**src/rtl/core/csc_pkg.sv**
```systemverilog
// Shared types and constants for the connection state controller.
// No dependencies; imported by csc_engine and connection_state_controller_core.
`default_nettype none

package csc_pkg;

    localparam int WIN_W   = 32;
    localparam int IDLE_W  = 25;
    localparam int KEEP_W  = 24;
    localparam int AMT_W   = 32;
    localparam int CFG_IDX_W = 2;
    localparam int CFG_DATA_W = 32;

    localparam int GRACE_MS_DEF = 100;

    localparam logic [KEEP_W-1:0] KEEPALIVE_RESET = KEEP_W'(60000);

    // Configuration register indexes
    localparam logic [CFG_IDX_W-1:0] CFG_RECEIVE_WINDOW = CFG_IDX_W'(0);
    localparam logic [CFG_IDX_W-1:0] CFG_KEEPALIVE_MS   = CFG_IDX_W'(1);

    typedef enum logic [3:0] {
        PH_CLOSED      = 4'd0,
        PH_SYN_SENT    = 4'd1,
        PH_SYN_RCVD    = 4'd2,
        PH_ESTABLISHED = 4'd3,
        PH_FIN_WAIT1   = 4'd4,
        PH_FIN_WAIT2   = 4'd5,
        PH_CLOSE_WAIT  = 4'd6,
        PH_CLOSING     = 4'd7,
        PH_LAST_ACK    = 4'd8,
        PH_TIME_WAIT   = 4'd9
    } phase_t;

    typedef enum logic [3:0] {
        OP_OPEN            = 4'd0,
        OP_SYN             = 4'd1,
        OP_SYNACK          = 4'd2,
        OP_ACK             = 4'd3,
        OP_CLOSE_REQ       = 4'd4,
        OP_FIN             = 4'd5,
        OP_PASSIVE_CLOSE   = 4'd6,
        OP_TIMEWAIT_EXPIRE = 4'd7,
        OP_RESET           = 4'd8,
        OP_TIMEOUT         = 4'd9,
        OP_REFRESH         = 4'd10,
        OP_WINDOW_UPDATE   = 4'd11,
        OP_SEND            = 4'd12,
        OP_RECEIVE         = 4'd13,
        OP_TICK            = 4'd14
    } op_t;

    typedef struct packed {
        phase_t            phase;
        logic [WIN_W-1:0]  window;
        logic [IDLE_W-1:0] idle;
    } conn_t;

    typedef struct packed {
        logic              accepted;
        phase_t            phase;
        logic [WIN_W-1:0]  window;
        logic              alive;
    } result_t;

endpackage

`default_nettype wire

```
**src/rtl/core/connection_state_controller_core.sv**
```systemverilog
// Top level of the TCP-style connection state controller: request and result
// registers, connection state and configuration. Depends on csc_pkg, csc_engine.
//
//  Channel   Direction  Handshake             Payload
//  request   in         in_valid / in_stall   opcode, amount
//  result    out        out_valid / out_stall accepted, conn_state, available_window, alive
//  config    in         cfg_valid / cfg_ready cfg_index, cfg_data
//
// One request per cycle while the result is not stalled; each request passes
// through the request register, then the state update into the result register.
// csc_engine computes the state update: phase move, 32-bit window compare and subtract, idle count.
// Reset clears the connection to closed, window and idle count to zero,
// keep-alive to 60000 ms. A stalled result holds; one further request is
// taken into the request register while it waits. cfg_ready drops while a
// request sits in the request register.
`default_nettype none

module connection_state_controller_core
    import csc_pkg::*;
#(
    parameter int GRACE_MS = GRACE_MS_DEF
)
(
    input  wire logic                  clk,
    input  wire logic                  rst_n,

    input  wire logic                  in_valid,
    output logic                       in_stall,
    input  wire logic [3:0]            opcode,
    input  wire logic [AMT_W-1:0]      amount,

    output logic                       out_valid,
    input  wire logic                  out_stall,
    output logic                       accepted,
    output logic [3:0]                 conn_state,
    output logic [WIN_W-1:0]           available_window,
    output logic                       alive,

    input  wire logic                  cfg_valid,
    output logic                       cfg_ready,
    input  wire logic [CFG_IDX_W-1:0]  cfg_index,
    input  wire logic [CFG_DATA_W-1:0] cfg_data
);

    logic               in_valid_reg;
    op_t                op_reg;
    logic [AMT_W-1:0]   amount_reg;

    logic               out_valid_reg;
    result_t            result_reg;

    conn_t              conn_reg;
    conn_t              conn_next;
    result_t            result_next;
    logic [WIN_W-1:0]   rwin_reg;
    logic [KEEP_W-1:0]  keep_reg;

    logic               out_take;
    logic               advance;
    logic               in_take;
    logic               cfg_we;

    assign out_take = !out_valid_reg || !out_stall;
    assign advance  = in_valid_reg && out_take;
    assign in_stall = in_valid_reg && !out_take;
    assign in_take  = in_valid && !in_stall;
    assign cfg_ready = !in_valid_reg;
    assign cfg_we   = cfg_valid && cfg_ready;

    // Request register
    always_ff @(posedge clk or negedge rst_n)
    begin
        if (!rst_n)
            in_valid_reg <= 1'b0;
        else if (in_take)
            in_valid_reg <= 1'b1;
        else if (advance)
            in_valid_reg <= 1'b0;
    end

    always_ff @(posedge clk)
    begin
        if (in_take)
        begin
            op_reg     <= op_t'(opcode);
            amount_reg <= amount;
        end
    end

    csc_engine #(
        .GRACE_MS (GRACE_MS)
    ) u_engine (
        .cur            (conn_reg),
        .op             (op_reg),
        .amount         (amount_reg),
        .receive_window (rwin_reg),
        .keepalive_ms   (keep_reg),
        .nxt            (conn_next),
        .res            (result_next)
    );

    // Connection state and configuration
    always_ff @(posedge clk or negedge rst_n)
    begin
        if (!rst_n)
        begin
            conn_reg.phase  <= PH_CLOSED;
            conn_reg.window <= '0;
            conn_reg.idle   <= '0;
            rwin_reg        <= '0;
            keep_reg        <= KEEPALIVE_RESET;
        end
        else if (advance)
        begin
            conn_reg <= conn_next;
        end
        else if (cfg_we)
        begin
            if (cfg_index == CFG_RECEIVE_WINDOW)
            begin
                rwin_reg        <= WIN_W'(cfg_data);
                conn_reg.window <= WIN_W'(cfg_data);
            end
            else if (cfg_index == CFG_KEEPALIVE_MS)
            begin
                keep_reg      <= cfg_data[KEEP_W-1:0];
                conn_reg.idle <= '0;
            end
        end
    end

    // Result register
    always_ff @(posedge clk or negedge rst_n)
    begin
        if (!rst_n)
            out_valid_reg <= 1'b0;
        else if (out_take)
            out_valid_reg <= in_valid_reg;
    end

    always_ff @(posedge clk)
    begin
        if (advance)
            result_reg <= result_next;
    end

    assign out_valid        = out_valid_reg;
    assign accepted         = result_reg.accepted;
    assign conn_state       = result_reg.phase;
    assign available_window = result_reg.window;
    assign alive            = result_reg.alive;

    // Result reflects the state left behind by the same request
    a_result_phase: assert property (@(posedge clk) disable iff (!rst_n)
        advance |=> (result_reg.phase == conn_reg.phase))
        else $error("result phase differs from connection state");

    a_result_window: assert property (@(posedge clk) disable iff (!rst_n)
        advance |=> (result_reg.window == conn_reg.window))
        else $error("result window differs from connection window");

    a_reset_closes: assert property (@(posedge clk) disable iff (!rst_n)
        (advance && op_reg == OP_RESET) |=>
            (conn_reg.phase == PH_CLOSED && result_reg.accepted))
        else $error("reset request did not close the connection");

    a_tick_counts: assert property (@(posedge clk) disable iff (!rst_n)
        (advance && op_reg == OP_TICK) |=>
            ((conn_reg.idle == $past(conn_reg.idle) + IDLE_W'(1)) ||
             (&$past(conn_reg.idle) && &conn_reg.idle)))
        else $error("tick did not advance the idle count");

    a_no_cfg_clash: assert property (@(posedge clk) disable iff (!rst_n)
        cfg_we |-> !advance)
        else $error("configuration write collided with a request");

endmodule

`default_nettype wire

```
**src/rtl/core/csc_engine.sv**
```systemverilog
// Next-state and result logic for one request of the connection controller.
// Purely combinational; depends on csc_pkg.
`default_nettype none

module csc_engine
    import csc_pkg::*;
#(
    parameter int GRACE_MS = GRACE_MS_DEF
)
(
    input  wire conn_t               cur,
    input  wire op_t                 op,
    input  wire logic [AMT_W-1:0]    amount,
    input  wire logic [WIN_W-1:0]    receive_window,
    input  wire logic [KEEP_W-1:0]   keepalive_ms,
    output conn_t                    nxt,
    output result_t                  res
);

    localparam int LIMIT_W = IDLE_W + 1;

    logic              ok;
    logic [LIMIT_W-1:0] idle_limit;

    always_comb
    begin
        nxt = cur;
        ok  = 1'b0;
        unique case (op)
            OP_OPEN:
            begin
                if (cur.phase == PH_CLOSED)
                begin
                    nxt.phase = PH_SYN_SENT;
                    ok = 1'b1;
                end
            end
            OP_SYN:
            begin
                if (cur.phase == PH_CLOSED)
                begin
                    nxt.phase = PH_SYN_RCVD;
                    ok = 1'b1;
                end
            end
            OP_SYNACK:
            begin
                if (cur.phase == PH_SYN_SENT)
                begin
                    nxt.phase = PH_ESTABLISHED;
                    ok = 1'b1;
                end
            end
            OP_ACK:
            begin
                ok = 1'b1;
                unique case (cur.phase)
                    PH_SYN_RCVD: nxt.phase = PH_ESTABLISHED;
                    PH_FIN_WAIT1: nxt.phase = PH_FIN_WAIT2;
                    PH_CLOSING:  nxt.phase = PH_TIME_WAIT;
                    PH_LAST_ACK: nxt.phase = PH_CLOSED;
                    default:     ok = 1'b0;
                endcase
            end
            OP_CLOSE_REQ:
            begin
                if (cur.phase == PH_ESTABLISHED)
                begin
                    nxt.phase = PH_FIN_WAIT1;
                    ok = 1'b1;
                end
            end
            OP_FIN:
            begin
                ok = 1'b1;
                unique case (cur.phase)
                    PH_ESTABLISHED: nxt.phase = PH_CLOSE_WAIT;
                    PH_FIN_WAIT1:   nxt.phase = PH_CLOSING;
                    PH_FIN_WAIT2:   nxt.phase = PH_TIME_WAIT;
                    default:        ok = 1'b0;
                endcase
            end
            OP_PASSIVE_CLOSE:
            begin
                if (cur.phase == PH_CLOSE_WAIT)
                begin
                    nxt.phase = PH_LAST_ACK;
                    ok = 1'b1;
                end
            end
            OP_TIMEWAIT_EXPIRE:
            begin
                if (cur.phase == PH_TIME_WAIT)
                begin
                    nxt.phase = PH_CLOSED;
                    ok = 1'b1;
                end
            end
            OP_RESET:
            begin
                nxt.phase = PH_CLOSED;
                ok = 1'b1;
            end
            OP_TIMEOUT:
            begin
                // Timeout only tears down half-open or closing connections
                if (cur.phase != PH_CLOSED && cur.phase != PH_ESTABLISHED)
                begin
                    nxt.phase = PH_CLOSED;
                    ok = 1'b1;
                end
            end
            OP_REFRESH:
            begin
                nxt.idle = '0;
                ok = 1'b1;
            end
            OP_WINDOW_UPDATE:
            begin
                nxt.window = (amount < receive_window) ? amount : receive_window;
                ok = 1'b1;
            end
            OP_SEND:
            begin
                if (amount <= cur.window)
                begin
                    nxt.window = cur.window - amount;
                    nxt.idle   = '0;
                    ok = 1'b1;
                end
            end
            OP_RECEIVE:
            begin
                if (cur.phase == PH_ESTABLISHED)
                begin
                    nxt.idle = '0;
                    ok = 1'b1;
                end
            end
            OP_TICK:
            begin
                // Saturate at all ones
                if (cur.idle != {IDLE_W{1'b1}})
                    nxt.idle = cur.idle + IDLE_W'(1);
                ok = 1'b1;
            end
            default:
            begin
                ok = 1'b0;
            end
        endcase
    end

    assign idle_limit = LIMIT_W'(keepalive_ms) + LIMIT_W'(GRACE_MS);

    always_comb
    begin
        res.accepted = ok;
        res.phase    = nxt.phase;
        res.window   = nxt.window;
        res.alive    = (LIMIT_W'(nxt.idle) <= idle_limit);
    end

endmodule

`default_nettype wire

```
**config.mk**
```make
export PLATFORM = sky130hd
export DESIGN_NAME = connection_state_controller_core
export DESIGN_NICKNAME = d
export VERILOG_FILES = /design/src/rtl/core/csc_pkg.sv /design/src/rtl/core/connection_state_controller_core.sv /design/src/rtl/core/csc_engine.sv
export SDC_FILE = /design/constraint.sdc
export NUM_CORES = 1
export LEC_CHECK = 0
export ABC_AREA = 0
export BUFFER_PORTS_ARGS = -buffer_cell sky130_fd_sc_hd__buf_2
export CAP_MARGIN = 20
export CELL_PAD_IN_SITES_DETAIL_PLACEMENT = 1
export CELL_PAD_IN_SITES_GLOBAL_PLACEMENT = 1
export CORE_UTILIZATION = 41
export CTS_BUF_LIST = sky130_fd_sc_hd__clkbuf_4 sky130_fd_sc_hd__clkbuf_8 sky130_fd_sc_hd__clkbuf_16
export DETAILED_ROUTE_END_ITERATION = 12
export PLACE_DENSITY = 0.69
export SLEW_MARGIN = 20
export SYNTH_ARGS = -nofsm -noshare
export SYNTH_HDL_FRONTEND = slang
export SYNTH_SLANG_ARGS = --single-unit
```
**constraint.sdc**
```tcl
create_clock -name clk -period 5.1 [get_ports clk]
set_input_delay 0.765 -clock clk [delete_from_list [all_inputs] [get_ports clk]]
set_output_delay 0.765 -clock clk [all_outputs]
set_load 0.02 [all_outputs]
```
==> results of run 1 <==
## cell usage after synthesis, types with 17 or more instances
cell type	instances
sky130_fd_sc_hd__nand2_1	238
sky130_fd_sc_hd__dfrtp_1	112
sky130_fd_sc_hd__o21ai_0	104
sky130_fd_sc_hd__a21oi_1	92
sky130_fd_sc_hd__ha_1	90
sky130_fd_sc_hd__nor2_1	87
sky130_fd_sc_hd__inv_1	82
sky130_fd_sc_hd__edfxtp_1	74
sky130_fd_sc_hd__clkbuf_1	53
sky130_fd_sc_hd__a21o_1	46
sky130_fd_sc_hd__nand3_1	40
sky130_fd_sc_hd__xor2_1	24
sky130_fd_sc_hd__a31oi_1	23
sky130_fd_sc_hd__nand4_1	21
sky130_fd_sc_hd__xnor2_1	21
sky130_fd_sc_hd__nor3_1	20
sky130_fd_sc_hd__and3_1	19
sky130_fd_sc_hd__o21ai_1	18
sky130_fd_sc_hd__o31ai_1	17
## per-layer routing
metal / vias up / routed length [um] / part of all wire, %
met5: - / 0 / 0
met4: 0 / 738 / 1.8
met1: 5522 / 18630 / 46
li1: 5292 / - / -
met3: 43 / 1645 / 4.1
met2: 239 / 19300 / 48
## critical path, stage by stage, from the launching register on
cell and delay, ps:
sky130_fd_sc_hd__edfxtp_1 420, sky130_fd_sc_hd__ha_1 240, sky130_fd_sc_hd__fa_1 390, sky130_fd_sc_hd__nand2b_1 190, sky130_fd_sc_hd__a21o_1 190, sky130_fd_sc_hd__a311o_1 310
sky130_fd_sc_hd__a211oi_4 380, sky130_fd_sc_hd__o311ai_2 150, sky130_fd_sc_hd__a21bo_2 330, sky130_fd_sc_hd__a21oi_4 160, sky130_fd_sc_hd__o21ai_0 110, sky130_fd_sc_hd__ha_1 290
sky130_fd_sc_hd__nor2b_1 150, sky130_fd_sc_hd__o21a_1 160, sky130_fd_sc_hd__o21a_1 180, sky130_fd_sc_hd__o21ai_0 160, sky130_fd_sc_hd__nand2b_1 90, sky130_fd_sc_hd__a21oi_1 160
sky130_fd_sc_hd__o21ai_0 130, sky130_fd_sc_hd__a2111oi_0 390, sky130_fd_sc_hd__or2_2 180
## how the worst max path moves through the flow
stage	startpoint	to	slack (ps)	cells past startpoint
after floorplan	amount_reg[0]	alive	870	21
after global placement	amount_reg[0]	alive	360	20
after detailed placement	amount_reg[0]	alive	180	20
after CTS	amount_reg[0]	alive	100	20
after global routing	amount_reg[0]	alive	-0.3	20
final	amount_reg[0]	alive	210	20
## where the power goes
part / internal [W] / leakage, nW / switching [W]
Combinational: 0.000908 / 3.95 / 0.00137
Sequential: 0.00195 / 2.21 / 0.000235
Clock: 0.000741 / 0.277 / 0.000657
Total: 0.00360 / 6.43 / 0.00227
## final cells by class
type,instances,area (um^2),share of cell area [%]
antenna,2,5.005,0.03538
clock buffer,20,447.9,3.166
clock inverter,12,135.1,0.9552
inverter,82,310.3,2.194
multi-input combinational,1069,6804,48.10
sequential,193,5209,36.82
tap,390,488.0,3.449
timing repair buffer,137,747.0,5.280
## per-stage QoR
| step | hold WS, ps | std cells | setup WS, ps | util [%] | cell area, um^2 |
|---|---|---|---|---|---|
| floorplan | 452.3 | 1414 | 866.5 | - | 12590 |
| global placement | 465.7 | 1871 | 360.8 | 45.16 | 13530 |
| detailed placement | 473.0 | 1871 | 179.7 | 45.16 | 13530 |
| CTS | 424.4 | 1903 | 102.7 | 47.11 | 14110 |
| global route | 455.5 | 1905 | -0.2967 | 47.23 | 14150 |
| finish | 401.0 | 1905 | 213.7 | 47.23 | 14150 |
## what timing repair did
item                                    CTS  global route
gates resized for setup                   0             7
endpoints found under the setup margin    0             1
hold buffers                              0             0
## logic make-up (layout without fill, tap and decap cells)
group	Yosys count	after routing	synth area share (%)
and+or+nand+nor	488	488	17.86
xor gates and xnor gates	45	45	3.130
adders and majority gates	91	91	9.101
buffers and inverters	152	251	4.938
other	0	2	0
DFF	193	193	41.36
muxes	14	14	1.153
AOI/OAI and AO/OA	431	431	22.45
==> impl_metrics.tcl, run 1 <==
set metrics [dict create \
    clock-root-buffer "sky130_fd_sc_hd__clkbuf_16" \
    post-synth-top-area-fraction_pct 22.26 \
    crit_path_max_fanout 6 \
    first_global_vias 11420 \
    r2r-end "alive" \
    critical_path_arrival_ps 5230 \
    finalWeightedCongestion 0.8454 \
    cts_num_sinks 193 \
    ys_ff_latch 193 \
    timing_worst_slew_pin_value_ps 1065 \
    worst_setup_path_start_kind "flip-flop" \
    maxCapViolations 0 \
    vias_per_cell 5.825 \
    timing.rr.start "amount_reg[0]" \
    ff2ff_path_depth 20 \
    synth_fp_nets 1580 \
    globalRoute.busiestLayer "met2" \
    dp.final_hpwl_um 28940 \
    route.antenna.remaining_nets 0 \
    synth.cell_area_um2 12590 \
    ys.flop_type "sky130_fd_sc_hd__dfrtp_1" \
    synth_async_sr_flop_share_pct 61.66 \
    syn-instance-count 1414 \
    cts_inserted_buffers 17 \
    fp.coreArea_um2 29950 \
    synth_edf_count 74 \
    synth.avg_cell_area_um2 8.906 \
    report.final.slew_viol_count 0 \
    grtUsageMet1_pct 35.96 \
    fmax_mhz 204.7 \
    final_cycle_utilization_of_the_critical_path_pct 95.81 \
    path_type_of_the_worst_min_delay_path "primary input to async pin" \
    ys_types 90 \
    area.growth.synth_to_final_pct 12.33 \
    chipHeight_um 177.3 \
    std_cell_rows 63 \
    synthesis_warning_total 0 \
    final_layout_size_suffix_gt1_share_pct 14.41 \
    post_drt_wl_per_cell_um 21.16 \
    power.ir.vdd_worst_mv 0.2498 \
    clock_insertion_delay_worst_skew_ps 470 \
    largest_register_ff_count 61 \
    grtUsageMet2_pct 44.34 \
    clock_tree.htree_level_count 4 \
    final_common_cell "sky130_fd_sc_hd__nand2_1" \
    criticalPathCategory "flip-flop to flip-flop" \
    floorplan.io_pins 116 \
    layout_common_cells "sky130_fd_sc_hd__nand2_1, sky130_fd_sc_hd__buf_2, sky130_fd_sc_hd__dfrtp_1, sky130_fd_sc_hd__o21ai_0, sky130_fd_sc_hd__a21oi_1" \
    grt_use_total_pct 26.65 \
    wirelength_um 40320 \
    setup_viol_count_final 0 \
    placement.io_buffers 115 \
    clk_pin_slew_worst_paths_ps 80 \
    grt_remaining_overflow 0 \
    drcViolationCount 0 \
    grt.met3_usage_pct 3.351 \
    finClkSkew_ps 15.89 \
    regToRegSetupSlack_ps 210 \
    detail_route.iter0.violations 765 \
    cellLeakagePower_nw 6.433 \
    fin_setup_tns_ps 0 \
    synth.top_cells.by_area "sky130_fd_sc_hd__dfrtp_1, sky130_fd_sc_hd__edfxtp_1, sky130_fd_sc_hd__ha_1" \
    finalWorstPathRequiredPeriod_ps 4886 \
    setup.worst_path.end_class "flip-flop" \
    dieWidth_um 177.3 \
    post_cts_buffers 0 \
    grt_max_degree 71 \
    dr.pass1.iters 5 \
    power-per-cell-area_nw_per_um2 414.8 \
    number_of_antenna_violations_at_the_first_check_in_global_routing 2 \
    via_count 11100 \
    cts_buffer_depth 2 \
    synth.largest_area_cell "sky130_fd_sc_hd__dfrtp_1" \
    floorplan.initialDensity_pct 42.04 \
    wp_data_required_ps 5450 \
    grt_pass1_wl_um 64070 \
    totalPowerFinal_w 0.005868 \
    die_area_um2 31420 \
    finish.net_count 1666 \
    hold_violations 0 \
    cts_tree "built" \
    outcome "complete, no violations" \
    synth-seq-area-share_pct 41.36 \
    fill_cells 3581 \
    max-slew-margin-rel_pct 28.97 \
]
No activity file was read; power rests on OpenSTA's default activity.
==> inputs of run 2 (changes only) <==
PLACE_DENSITY = 0.67   (was 0.69)
SYNTH_HIERARCHICAL = 1   (was not set)
==> impl_metrics.tcl, run 2 <==
set metrics [dict create \
    outcome "finished, violations left" \
    failing_checks "design-rule violations" \
    highest_layer "met5" \
    floorplan.io_pins 116 \
    criticalPathCategory "flip-flop to flip-flop" \
    post_drt_wl_per_cell_um 20.85 \
    crit_path_max_fanout 9 \
    ff2ff_path_depth 21 \
    cell_with_the_most_instances_after_synthesis "sky130_fd_sc_hd__nand2_1" \
    synth-seq-area-share_pct 40.12 \
    die_area_um2 32380 \
    finalCoreUtilization_pct 46.40 \
    post-synth-top-area-fraction_pct 21.59 \
    cts_num_sinks 193 \
    area.growth.synth_to_final_pct 10.47 \
    met1_length_um 17620 \
    cts_tree "built" \
    worst_setup_path_start_kind "flip-flop" \
    synth.largest_area_cell "sky130_fd_sc_hd__dfrtp_1" \
    final_critical_path_setup_slack_ps 434.8 \
    final_common_cell "sky130_fd_sc_hd__nand2_1" \
    path_buf_inv 2 \
    placement.io_buffers 115 \
    first_global_vias 10780 \
    synth.avg_cell_area_um2 9.949 \
    timing.rr.start "amount_reg[0]" \
    detail_route.iter0.violations 662 \
    synth_top_cells_by_count "sky130_fd_sc_hd__nand2_1, sky130_fd_sc_hd__dfrtp_1, sky130_fd_sc_hd__ha_1, sky130_fd_sc_hd__inv_1, sky130_fd_sc_hd__edfxtp_1" \
    floorplan.initialDensity_pct 42.01 \
    pre_cts_ws_ps 501.2 \
    vias_per_cell 5.818 \
    clk_pin_slew_worst_paths_ps 80 \
    regToRegSetupSlack_ps 430 \
    synth_async_sr_flop_share_pct 61.66 \
    fin_setup_tns_ps 0 \
    synth.top_cells.by_area "sky130_fd_sc_hd__dfrtp_1, sky130_fd_sc_hd__edfxtp_1, sky130_fd_sc_hd__ha_1" \
    finalWorstPathRequiredPeriod_ps 4665 \
    power-per-cell-area_nw_per_um2 419.4 \
    cellLeakagePower_nw 6.681 \
    detailroute.wirelength.met3_um 1333 \
    r2r-end "alive" \
    wirelength_um 37180 \
    via_count 10370 \
    grt_max_degree 120 \
    setup.worst_path.end_class "flip-flop" \
    fp.coreArea_um2 30910 \
    report.final.slew_viol_count 0 \
    p_clk_share_pct 22.7 \
    synth_fp_nets 1471 \
    post_cts_buffers 0 \
    clock_insertion_delay_worst_skew_ps 460 \
    fmax_mhz 214.4 \
    number_of_antenna_violations_at_the_first_check_in_global_routing 3 \
    ys_types 80 \
    syn-instance-count 1305 \
    std_cell_rows 64 \
    chipHeight_um 180.0 \
    intPower_w 0.003671 \
    path_cells "ha_1 > fa_1 > nor2b_1 > o311ai_1 > and2_4 > o21a_4 > a2111oi_0 > buf_4 > o31ai_2 > buf_4 > o21ai_1 > o41ai_1 > ha_1 > a21o_1 > a21o_1 > a21o_1 > a21oi_1 > nor2b_1 > o211ai_1 > nand4_1 > a31oi_1" \
    wp_data_required_ps 5410 \
    hold_violations 0 \
    synth_edf_count 74 \
    wl_met2_um 17540 \
    ys.flop_type "sky130_fd_sc_hd__dfrtp_1" \
    cts_inserted_buffers 17 \
    p_sw_share_pct 38.99 \
    grt_use_total_pct 23.64 \
    layout_common_cells "sky130_fd_sc_hd__nand2_1, sky130_fd_sc_hd__buf_2, sky130_fd_sc_hd__dfrtp_1, sky130_fd_sc_hd__ha_1, sky130_fd_sc_hd__inv_1" \
    setup_viol_count_final 0 \
    clock_tree.htree_level_count 4 \
    finish.net_count 1539 \
    grt_pass1_wl_um 60130 \
    critical_path_arrival_ps 4970 \
    dp.final_hpwl_um 26890 \
    synth.cell_area_um2 12980 \
    cts_buffer_depth 2 \
    dieWidth_um 180.0 \
    finClkSkew_ps 12.40 \
    postCtsResizedCells 0 \
    clock-root-buffer "sky130_fd_sc_hd__clkbuf_16" \
    max-slew-margin-rel_pct 28.21 \
    master_of_the_slowest_instance_on_the_critical_path "sky130_fd_sc_hd__edfxtp_1" \
    final_layout_size_suffix_gt1_share_pct 19.34 \
    route.antenna.remaining_nets 0 \
    largest_register_ff_count 61 \
    timing_worst_slew_pin_value_ps 1077 \
    maxCapViolations 0 \
    grt_remaining_overflow 0 \
    finalWeightedCongestion 0.8327 \
    rsz0062_at_grt "no" \
    power.share.sequential_pct 37.4 \
    path_type_of_the_worst_min_delay_path "primary input to async pin" \
    dr.pass1.iters 9 \
    drcViolationCount 24 \
    final_cycle_utilization_of_the_critical_path_pct 91.47 \
    power.combinational.fraction_pct 39.9 \
    cpPeakStageDelay_ps 420 \
    power.ir.vdd_worst_mv 0.2731 \
    total_switching_power_w 0.002345 \
    cts_hold_buffers 0 \
    synthesis_warning_total 6 \
    worst_path_dominant_cell_family "compound AO/OA/AOI/OAI gates" \
    ys_ff_latch 193 \
    fill_cells 3537 \
    path_common_cell "sky130_fd_sc_hd__a21o_1" \
]
run 2: worst max path at each step:
stage                   from     to  slack, ps  cells past startpoint
2_1_floorplan  amount_reg[0]  alive        950                     18
3_3_place_gp   amount_reg[0]  alive        560                     19
3_5_place_dp   amount_reg[0]  alive        500                     19
4_1_cts        amount_reg[0]  alive        430                     19
5_1_grt        amount_reg[0]  alive         60                     21
6_report       amount_reg[0]  alive        430                     21
run 2: layout make-up:
cell class / instances / area [um^2] / area share [%]
timing repair buffer: 148 / 838.3 / 5.845
clock inverter: 12 / 116.4 / 0.8113
clock buffer: 20 / 466.7 / 3.254
sequential: 193 / 5209 / 36.32
antenna: 1 / 2.502 / 0.01745
tap: 396 / 495.5 / 3.455
inverter: 80 / 300.3 / 2.094
multi-input combinational: 933 / 6914 / 48.21
run 2: per-layer routing:
metal | up-vias | track usage (%)
met5 | - | 0
li1 | 4909 | -
met3 | 36 | 3.566
met2 | 207 | 38.51
met1 | 5218 | 32.21
met4 | 4 | 7.517
run 2: logic make-up after synthesis:
kind of cell / after synthesis / synth area share, %
xor gates and xnor gates: 45 / 3.036
and+or+nand+nor: 330 / 12.62
muxes: 126 / 11.10
AOI/OAI and AO/OA: 341 / 17.27
DFF: 193 / 40.12
buffers and inverters: 179 / 7.025
adders and majority gates: 91 / 8.827
run 2: power groups by stage:
stage | Sequential, W | Clock [W] | Combinational, W
after detailed placement | 0.00228 | 0 | 0.00238
after floorplan | 0.00225 | 0 | 0.00182
final | 0.00225 | 0.00137 | 0.00240
after global placement | 0.00226 | 0 | 0.00232
after CTS | 0.00225 | 0.00141 | 0.00240
after global routing | 0.00230 | 0.00146 | 0.00266
run 2: worst reg2reg max path, cell delays in order (launching register included):
cell and delay [ps]:
sky130_fd_sc_hd__edfxtp_1 420, sky130_fd_sc_hd__ha_1 250, sky130_fd_sc_hd__fa_1 400, sky130_fd_sc_hd__nor2b_1 190, sky130_fd_sc_hd__o311ai_1 130, sky130_fd_sc_hd__and2_4 180, sky130_fd_sc_hd__o21a_4 240, sky130_fd_sc_hd__a2111oi_0 380
sky130_fd_sc_hd__buf_4 200, sky130_fd_sc_hd__o31ai_2 140, sky130_fd_sc_hd__buf_4 220, sky130_fd_sc_hd__o21ai_1 150, sky130_fd_sc_hd__o41ai_1 150, sky130_fd_sc_hd__ha_1 240, sky130_fd_sc_hd__a21o_1 180, sky130_fd_sc_hd__a21o_1 200
sky130_fd_sc_hd__a21o_1 190, sky130_fd_sc_hd__a21oi_1 140, sky130_fd_sc_hd__nor2b_1 60, sky130_fd_sc_hd__o211ai_1 160, sky130_fd_sc_hd__nand4_1 120, sky130_fd_sc_hd__a31oi_1 160
run 2: through the flow:
stage          total power [W]  hold WS (ps)  instance area, um^2  cells
5_1_grt               0.006409         429.2                14340   1782
2_1_floorplan         0.004072         469.4                12980   1305
3_3_place_gp          0.004581         495.0                13760   1750
3_5_place_dp          0.004653         500.8                13760   1750
4_1_cts               0.006061         438.1                14340   1782
6_report              0.006016         368.6                14340   1783
